[src/sv/tclcs_pkg.sv]
package tclcs_pkg;

	typedef struct packed {
		logic               command;
		logic [3:0]         row_index;
		logic signed [11:0] row_current;
		logic signed [23:0] row_power_low;
		logic signed [23:0] row_power_high;
		logic signed [15:0] lens_temperature;
		logic signed [23:0] power_target;
		logic signed [11:0] present_current;
	} in_item_t;

	typedef struct packed {
		logic signed [12:0] current_setpoint;
		logic [12:0]        correction_size;
		logic               extrapolated;
	} out_item_t;

	localparam logic CMD_LOAD  = 1'b0;
	localparam logic CMD_QUERY = 1'b1;

	localparam logic REG_CAL_TEMP_LOW  = 1'b0;
	localparam logic REG_CAL_TEMP_HIGH = 1'b1;

	localparam logic signed [15:0] CAL_TEMP_LOW_RESET  = 16'sd7680;
	localparam logic signed [15:0] CAL_TEMP_HIGH_RESET = 16'sd11520;
	localparam int SETPOINT_MAX = 4095;

	// row power width: a one-count temperature span can push it near 2^40
	localparam int PW = 42;

	// divider operand widths
	localparam int DIV_N = 56;
	localparam int DIV_D = 44;

	typedef enum logic [3:0] {
		OP_IDLE,
		OP_LOAD,
		OP_START,
		OP_ROW_RD,
		OP_ROW_MUL,
		OP_ROW_DIV,
		OP_ROW_WAIT,
		OP_ROW_STORE,
		OP_SEG_RD,
		OP_SEG_MUL,
		OP_SEG_DIV,
		OP_SEG_WAIT,
		OP_FINISH
	} dp_op_t;

	typedef struct packed {
		logic div_busy;
		logic row_last;
	} dp_status_t;

endpackage

[src/sv/tclcs_ctrl.sv]
module tclcs_ctrl
	import tclcs_pkg::*;
(
	input  logic       clk,
	input  logic       arst_n,
	input  logic       in_valid,
	input  logic       in_command,
	output logic       in_stall,
	input  logic       out_stall,
	output logic       out_valid,
	input  dp_status_t status,
	output dp_op_t     op
);

	localparam logic [3:0] S_IDLE   = 4'd0;
	localparam logic [3:0] S_RRD    = 4'd1;
	localparam logic [3:0] S_RMUL   = 4'd2;
	localparam logic [3:0] S_RDIV   = 4'd3;
	localparam logic [3:0] S_RWAIT  = 4'd4;
	localparam logic [3:0] S_RSTORE = 4'd5;
	localparam logic [3:0] S_SRD0   = 4'd6;
	localparam logic [3:0] S_SRD1   = 4'd7;
	localparam logic [3:0] S_SMUL   = 4'd8;
	localparam logic [3:0] S_SDIV   = 4'd9;
	localparam logic [3:0] S_SWAIT  = 4'd10;
	localparam logic [3:0] S_FIN    = 4'd11;

	logic [3:0] state_q;
	logic       ovalid_q;
	logic       take;

	assign in_stall = (state_q != S_IDLE);
	assign take = in_valid && (state_q == S_IDLE);
	assign out_valid = ovalid_q;

	always_comb begin
		unique case (state_q)
			S_IDLE:   op = take ? (in_command == CMD_QUERY ? OP_START : OP_LOAD) : OP_IDLE;
			S_RRD:    op = OP_ROW_RD;
			S_RMUL:   op = OP_ROW_MUL;
			S_RDIV:   op = OP_ROW_DIV;
			S_RWAIT:  op = OP_ROW_WAIT;
			S_RSTORE: op = OP_ROW_STORE;
			S_SRD0:   op = OP_SEG_RD;
			S_SRD1:   op = OP_SEG_RD;
			S_SMUL:   op = OP_SEG_MUL;
			S_SDIV:   op = OP_SEG_DIV;
			S_SWAIT:  op = OP_SEG_WAIT;
			S_FIN:    op = (ovalid_q && out_stall) ? OP_IDLE : OP_FINISH;
			default:  op = OP_IDLE;
		endcase
	end

	always_ff @(posedge clk or negedge arst_n) begin
		if (!arst_n) begin
			state_q  <= S_IDLE;
			ovalid_q <= 1'b0;
		end else begin
			if (state_q == S_FIN && !(ovalid_q && out_stall))
				ovalid_q <= 1'b1;
			else if (ovalid_q && !out_stall)
				ovalid_q <= 1'b0;
			unique case (state_q)
				S_IDLE:   if (take && in_command == CMD_QUERY) state_q <= S_RRD;
				S_RRD:    state_q <= S_RMUL;
				S_RMUL:   state_q <= S_RDIV;
				S_RDIV:   state_q <= S_RWAIT;
				S_RWAIT:  if (!status.div_busy) state_q <= S_RSTORE;
				S_RSTORE: state_q <= status.row_last ? S_SRD0 : S_RRD;
				S_SRD0:   state_q <= S_SRD1;
				S_SRD1:   state_q <= S_SMUL;
				S_SMUL:   state_q <= S_SDIV;
				S_SDIV:   state_q <= S_SWAIT;
				S_SWAIT:  if (!status.div_busy) state_q <= S_FIN;
				S_FIN:    if (!(ovalid_q && out_stall)) state_q <= S_IDLE;
				default:  state_q <= S_IDLE;
			endcase
		end
	end

endmodule

[config.mk]
export PLATFORM = sky130hd
export DESIGN_NAME = tclcs_ctrl
export DESIGN_NICKNAME = d
export VERILOG_FILES = /design/src/sv/tclcs_pkg.sv /design/src/sv/tclcs_ctrl.sv
export SDC_FILE = /design/constraint.sdc
export NUM_CORES = 1
export LEC_CHECK = 0
export BUFFER_PORTS_ARGS = -buffer_cell sky130_fd_sc_hd__clkbuf_2
export CORE_AREA = 3 3 40 42
export DETAILED_ROUTE_END_ITERATION = 6
export DIE_AREA = 0 0 43 45
export REMOVE_ABC_BUFFERS = 1
export SYNTH_ARGS = -nofsm -noshare
export SYNTH_HDL_FRONTEND = slang
export SYNTH_SLANG_ARGS = --single-unit
[constraint.sdc]
create_clock -name clk -period 1.5 [get_ports clk]
set_clock_uncertainty 0.05 [all_clocks]
set_input_delay 0.3 -clock clk [delete_from_list [all_inputs] [get_ports clk]]
set_output_delay 0.3 -clock clk [all_outputs]
set_load 0.01 [all_outputs]
Word level (Yosys, flattened, before mapping)
Cells that the tools add are included.
Operators by class
  divide/modulo/power cells: 0
  multiplexer cells: 12
  reduce and logical (&&, ||, !) cells: 12
  bitwise gates (word level): 0
  $add $sub $neg: 0
  equal/unequal tests: 15
  magnitude comparators: 0
  shift-type cells: 0
  multiply operators: 0
Operators by type and width (number)
  one-hot mux 4 bit (12 select lines): 1
  one-hot mux 4 bit (11 select lines): 1
  two-way mux 4 bit: 5
  == test 4 x 3 -> 1 bit, second input constant: 4
  == test 4 bit, second input constant: 4
  == test 4 x 2 -> 1 bit, second input constant: 2
  != test 2 bit, second input constant: 3
  logical AND 1 bit: 5
  == test 4 x 1 -> 1 bit, second input constant: 1
  zero test 4 bit: 1
  two-way mux 2 bit: 2
  AND reduction 4 bit: 1
  nonzero test 4 bit: 1
  two-way mux 3 bit: 1
  zero test 1 bit: 2
  two-way mux 1 bit: 2
  != test 2 x 1 -> 1 bit, second input constant: 1
  nonzero test 2 bit: 1
  OR reduction 2 bit: 1
Word-level totals
  logic and storage cells: 41
  memory bits (read-only): 0
  output and inout bits: 6
  input port bits: 7
  bits in registers: 5
  bits in latches: 0
  memories kept: 0
  memory bits (writable): 0

Logic depth before layout (Yosys ltp)
Gate-level depths: netlist (run 1).
  word-level depth: 5
  gate-level depth with buffers: 6
  mapped depth without buffers: 4

Least setup slack after synthesis (run 1)
OpenSTA, ideal clock, no wires.
  kind: register to register
  from: register state_q[1]
  to: register state_q[3]
  arrival time: 1.421 ns
  setup slack: -0.037 ns
  data required time: 1.384 ns
  stages on the path, launching flop included: 5
  library setup time: 0.066 ns
  path buffers: 0
  period minus slack after synthesis: 1.537 ns
  cell sequence: dfrtp_1 or4_4 a21o_1 a31oi_2 a221o_1
On the way
  longest elaborated chain between the ends: 5
  elaborated cells between the ends (all ways): 20
  classes of those cells: eq/ne (15); mux (1); reduce/logical (4)
RTL lines
  start, declared: RTL line tclcs_ctrl.sv:28  | logic [3:0] state_q;
  start signal, assigned: RTL line tclcs_ctrl.sv:69  | S_RSTORE: state_q <= status.row_last ? S_SRD0 : S_RRD;
  zero test 4 bit: RTL line tclcs_ctrl.sv:33, tclcs_ctrl.sv:63
  logical AND 1 bit: RTL line tclcs_ctrl.sv:33  | assign take = in_valid && (state_q == S_IDLE);
  logical AND 1 bit: RTL line tclcs_ctrl.sv:64  | S_IDLE: if (take && in_command == CMD_QUERY) state_q <= S_RRD;
  != test 2 x 1 -> 1 bit (no line)
  AND reduction 4 bit (no line)
Several ways; a longest one is shown, not always the timed one.
A chain may end at the register's enable or synchronous reset.

Worst setup path in the final report (run 1)
  from: register state_q[0]
  to: output port in_stall
On the way
  longest elaborated chain between the ends: 1
RTL lines
  nonzero test 4 bit: RTL line tclcs_ctrl.sv:32  | assign in_stall = (state_q != S_IDLE);
  end, declared: RTL line tclcs_ctrl.sv:8  | output logic in_stall,
No other way between the ends.

==> summary.log, run 1 <==
[drt] Vias/cell 5.05
[grt] GRT overflow 0
[timing] final worst path period share 120%
[synth] yosys warns 0
[final_layout] Synth-to-Final Area Change 62.4%
[floorplan] Core Region 1280 um2
[floorplan] floorplan die area 1940 um2
[drt] drt first pass iters 4
[outcome] violations in the final reports negative setup slack
[run] Max Cap Violations 0
[timing] Final setup violation count 8
[power] worst supply voltage drop on vdd 992 uV
[synth] number of flops mapped to enable cells by yosys 0
[synth] portion of the post-synthesis area used by sequential elements 29.6%
[cts] later-pin clock latency in the skew report 0.24 ns
[timing] final worst setup slack -0.302 ns
[drt] iteration-0 DRC count of the detailed router 6
[drt] via total after detailed routing 470
[final_layout] final antenna diode count 0
[placed_design] estimated wirelength of the detail-placed design 888 um
[critical_path] Reg2Reg Setup Slack -0.17 ns
[critical_path] kind of critical path flop to output port
[synth] Mapped Area 423 um2
[critical_path] data required time of the critical path 1.15 ns
[critical_path] Critical Path Fanout Max 4
[critical_path] arrival time at the worst endpoint 1.45 ns
[cts] number of buffers on the longest clock path 2
[timing] headroom to the max-slew limit 83.5%
[power] post-layout total power 1.55 mW
[critical_path] critical path startpoint category flop
[drt] mean routed wirelength per cell 13.7 um
[floorplan] vertical extent of the die 45 um
[synth] flops & latches, synth 5
[final_layout] commonest non-fill, non-tap cell in the layout buf_4
[drt] number of nets with antenna violations after detailed routing 0
[synth] Post-synth ARST share 100%
[timing] Tightest Pin Transition 0.246 ns
[floorplan] die span in x 43 um
[placed_design] RD Place Congestion 0.796
[power] power per cell area 2260 nW/um2
[grt] number of antenna violations at the first check in global routing 0
[floorplan] Initial Utilization 32.9%
[cts] CTS tree yes
[cts] H-tree depth reported by CTS 1
[power] leakage 0.325 nW
[grt] maximum number of pins on one net before global-route repair 9
[synth] synthesized area divided by synthesized cell count 8.63 um2
[hold_path] HP Class input port to flop
[drt] final wirelength 1.28 mm
[cts] TritonCTS Buffers 3
[timing] fmax 555 MHz
[timing] post-route minimum period 1.80 ns
[floorplan] Cell Rows 13
[timing] count of final max-slew check failures 0
[final_layout] fraction of final layout cells with drive strength greater than 1 53.8%
[placed_design] port buffer count 12
[cts] clock slew at reported path FFs 0.05 ns
[timing] unrepaired setup endpoints after global routing yes
[final_layout] number of nets in the layout 86
[synth] dominant register cell in the synthesized netlist dfrtp_1
[grt] vias in the first global route 472
[synth] Post-Synthesis Cells 49
[final_layout] most frequent cells in the layout buf_4 (12), clkbuf_2 (9), buf_6 (6)
[drt] Remaining DRCs 0
[grt] global-route usage over all layers 14.7%
[floorplan] count of pins on the block boundary 13
[timing] Worst Hold Margin 0.281 ns
[cts] total clock sinks 5
[grt] wire length of the first global-routing pass 2.12 mm
[outcome] run status finished with violations
[placed_design] placed inst area 562 um2
[timing] Final Hold Fails 0
[critical_path] category of the worst setup path capture point output port
[cts] Root Buffer clkbuf_4
[final_layout] cell area after layout 687 um2
[synth] number of library cell types mapped by synthesis 32
==> synthesized netlist by cell type (2+ instances only) <==
master | n | area, um2
dfrtp_1 | 5 | 125
a21oi_1 | 3 | 15.0
clkbuf_1 | 3 | 11.3
nand2_1 | 3 | 11.3
a22o_1 | 2 | 17.5
inv_1 | 2 | 7.51
nand2b_1 | 2 | 12.5
nand4_1 | 2 | 12.5
nor2_1 | 2 | 7.51
nor2b_1 | 2 | 12.5
o21ai_0 | 2 | 10.0
==> final timing paths <==
path	endpoint	from	cells after the start
worst max-delay path	in_stall	state_q[0]	3
worst min-delay path	state_q[2]	status[0]	3
worst max register to register	state_q[3]	state_q[1]	5
worst min register to register	out_valid	out_valid	1
max in group asynchronous	state_q[3]	arst_n	2
min in group asynchronous	state_q[0]	arst_n	2
==> metrics by stage <==
step / setup TNS (ns) / setup WS (ns) / utilization [%] / instances
2_1_floorplan: -0.307 / -0.149 / - / 44
3_3_place_gp: -0.159 / -0.0665 / 43.7 / 83
3_5_place_dp: -0.226 / -0.0957 / 43.7 / 83
4_1_cts: -1.45 / -0.278 / 50.5 / 91
5_1_grt: -2.05 / -0.341 / 53.5 / 93
6_report: -1.54 / -0.302 / 53.5 / 93
==> critical path, cell delays in order, from the launching register on <==
cell     delay [ns]
dfrtp_2        0.43
or4_4          0.54
buf_6          0.13
buf_6          0.11
==> power breakdown <==
group          total, mW  switching [mW]  internal [mW]
combinational       1.13           0.486          0.647
clock              0.159          0.0583          0.101
sequential         0.262          0.0658          0.196
total               1.55           0.610          0.944
==> final cells by class <==
cell class                      count  area [um2]
Clock buffer                        4        26.3
Fill cell                         133         598
Timing Repair Buffer               30         223
Tap cell                           15        18.8
Multi-Input combinational cell     37         282
Inverter                            2        10.0
Sequential cell                     5         128
==> routing by layer <==
| metal | wire, um | GRT usage (%) |
|---|---|---|
| met4 | 0 | 3.01 |
| met3 | 49 | 6.37 |
| met5 | 0 | 0 |
| met2 | 627 | 23.7 |
| met1 | 600 | 18.5 |
==> what timing repair did <==
action	in CTS	in global routing
hold buffers	1	0
setup endpoints to repair	7	8
resized for setup	8	10
pin swaps	5	1
buffers inserted	3	2
hold endpoints to repair	5	0
==> registers in the layout, summed over array words and instances (netlist names) <==
name and count:
state_q 4, out_valid 1
==> cell families (layout without fill, tap and decap cells) <==
| kind of cell | after synthesis | in the layout | share of synthesized area, % |
|---|---|---|---|
| compound gates | 16 | 16 | 29.0 |
| xor+xnor | 1 | 1 | 2.07 |
| buf+inv | 7 | 36 | 8.88 |
| flops | 5 | 5 | 29.6 |
| mux | 1 | 1 | 2.37 |
| simple gates | 19 | 19 | 28.1 |
(Power assumes the default switching activity.)
==> inputs of run 2 (changes only) <==
BUFFER_PORTS_ARGS = -buffer_cell sky130_fd_sc_hd__buf_4   (was -buffer_cell sky130_fd_sc_hd__clkbuf_2)
CTS_CLUSTER_DIAMETER = 100   (was unset)
==> summary.log, run 2 (synthesized netlist as in run 1, its figures left out) <==
[placed_design] RD Place Congestion 0.805
[timing] Final setup violation count 7
[timing] Final Hold Fails 0
[critical_path] r2r endpoint state_q[3]
[placed_design] port buffer count 12
[power] post-layout total power 1.61 mW
[timing] headroom to the max-slew limit 83.5%
[hold_path] Hold Path Stages 2
[hold_path] HP Class input port to flop
[drt] drt first pass iters 2
[power] worst supply voltage drop on vdd 1190 uV
[grt] global-route usage over all layers 14.2%
[critical_path] critical path startpoint category flop
[critical_path] Reg2Reg Setup Slack -0.13 ns
[final_layout] number of nets in the layout 87
[grt] number of antenna violations at the first check in global routing 0
[critical_path] depth of the worst register-to-register path 4
[placed_design] estimated wirelength of the detail-placed design 855 um
[drt] Vias/cell 5.24
[drt] number of nets with antenna violations after detailed routing 0
[grt] maximum number of pins on one net before global-route repair 8
[cts] H-tree depth reported by CTS 1
[cts] later-pin clock latency in the skew report 0.25 ns
[cts] CTS tree yes
[final_layout] most frequent cells in the layout buf_4 (21), buf_6 (9)
[cts] clock slew at reported path FFs 0.05 ns
[floorplan] count of pins on the block boundary 13
[drt] via total after detailed routing 493
[grt] wire length of the first global-routing pass 1.98 mm
[critical_path] Critical Path Fanout Max 5
[outcome] run status finished with violations
[timing] fmax 587 MHz
[cts] number of buffers on the longest clock path 2
[timing] unrepaired setup endpoints after global routing yes
[final_layout] Largest register FFs 4
[final_layout] total area of multi-input combinational cells 277 um2
[final_layout] fraction of final layout cells with drive strength greater than 1 53.2%
[final_layout] final-layout fill cell count 123
[timing] sum of negative setup slack -1.03 ns
[critical_path] arrival time at the worst endpoint 1.35 ns
[run] Max Cap Violations 0
[floorplan] Initial Utilization 32.9%
[cts] total clock sinks 5
[drt] mean routed wirelength per cell 12.8 um
[outcome] violations in the final reports negative setup slack
[final_layout] commonest non-fill, non-tap cell in the layout buf_4
[grt] vias in the first global route 436
[floorplan] floorplan die area 1940 um2
[drt] Remaining DRCs 0
[power] leakage 0.337 nW
[timing] final worst path period share 114%
[final_layout] final antenna diode count 0
[critical_path] category of the worst setup path capture point output port
[final_layout] sequential cell area 128 um2
[critical_path] kind of critical path flop to output port
[drt] iteration-0 DRC count of the detailed router 11
[timing] final worst setup slack -0.203 ns
[floorplan] Cell Rows 13
[timing] Worst Hold Margin 0.266 ns
[timing] count of final max-slew check failures 0
[timing] post-route minimum period 1.70 ns
[critical_path] data required time of the critical path 1.15 ns
[power] power per cell area 2210 nW/um2
[cts] Root Buffer clkbuf_4
[final_layout] register containing the most flip-flops in the final layout state_q
[floorplan] die span in x 43 um
[grt] GRT overflow 0
[hold_path] Hold Path End out_valid
[hold_path] startpoint of the most critical hold path out_stall
[final_layout] Synth-to-Final Area Change 72.2%
[timing] Tightest Pin Transition 0.245 ns
[cts] TritonCTS Buffers 3
[critical_path] r2r startpoint state_q[1]
[floorplan] vertical extent of the die 45 um
[drt] final wirelength 1.21 mm
[floorplan] Core Region 1280 um2
[run 2: cell count changes in the layout (fill, tap and decap cells not counted), moves of 2 or more]
| cell | change |
|---|---|
| buf_4 | +9 |
| clkbuf_2 | -9 |
| buf_6 | +3 |
| buf_2 | -2 |
[run 2: routing by layer]
| layer | GRT usage (%) | vias up | wire length (um) |
|---|---|---|---|
| li1 | - | 247 | - |
| met2 | 20.4 | 13 | 562 |
| met3 | 5.18 | 4 | 52 |
| met4 | 10.8 | 0 | 35 |
| met1 | 17.3 | 229 | 555 |
| met5 | 0 | - | 0 |
[run 2: worst max-delay path: stages, from the launching register on]
cell and delay [ns]:
dfrtp_1 0.41, or4_4 0.56, buf_6 0.14
[run 2: where the power goes]
part	switching, mW	total (mW)	internal [mW]
clock network	0.0627	0.164	0.101
logic	0.469	1.17	0.701
registers	0.0776	0.274	0.196
total	0.610	1.61	0.998
[run 2: area by class of cell]
type / instances / area share (%)
Timing Repair Buffer: 31 / 36.9
Tap cell: 15 / 2.58
Sequential cell: 5 / 17.5
Clock buffer: 4 / 3.61
Inverter: 2 / 1.37
Multi-Input combinational cell: 37 / 38.0
[run 2: through the flow]
stage                     setup WS (ns)  std cells  utilization [%]  instance area (um2)
after floorplan                  -0.149         44                -                  393
after global placement          -0.0789         82             45.5                  584
after detailed placement        -0.0884         82             45.5                  584
after CTS                        -0.213         90             52.7                  677
after global routing             -0.242         94             56.7                  728
final                            -0.203         94             56.7                  728
[run 2: repair_timing]
action	in CTS	in global routing
gates resized for setup	12	7
setup buffers	3	4
setup endpoints to repair	7	8
hold buffers	1	0
gates cloned	0	0
endpoints found under the hold margin	5	0
pin swaps	2	7
[run 2: worst max-delay path by stage]
| stage | start | endpoint | slack (ns) |
|---|---|---|---|
| final | state_q[1] | in_stall | -0.20 |
| after global routing | state_q[0] | op[3] | -0.24 |
| after CTS | state_q[1] | in_stall | -0.21 |
| after detailed placement | state_q[1] | state_q[3] | -0.09 |
| after global placement | state_q[1] | state_q[3] | -0.08 |
| after floorplan | state_q[1] | state_q[3] | -0.15 |
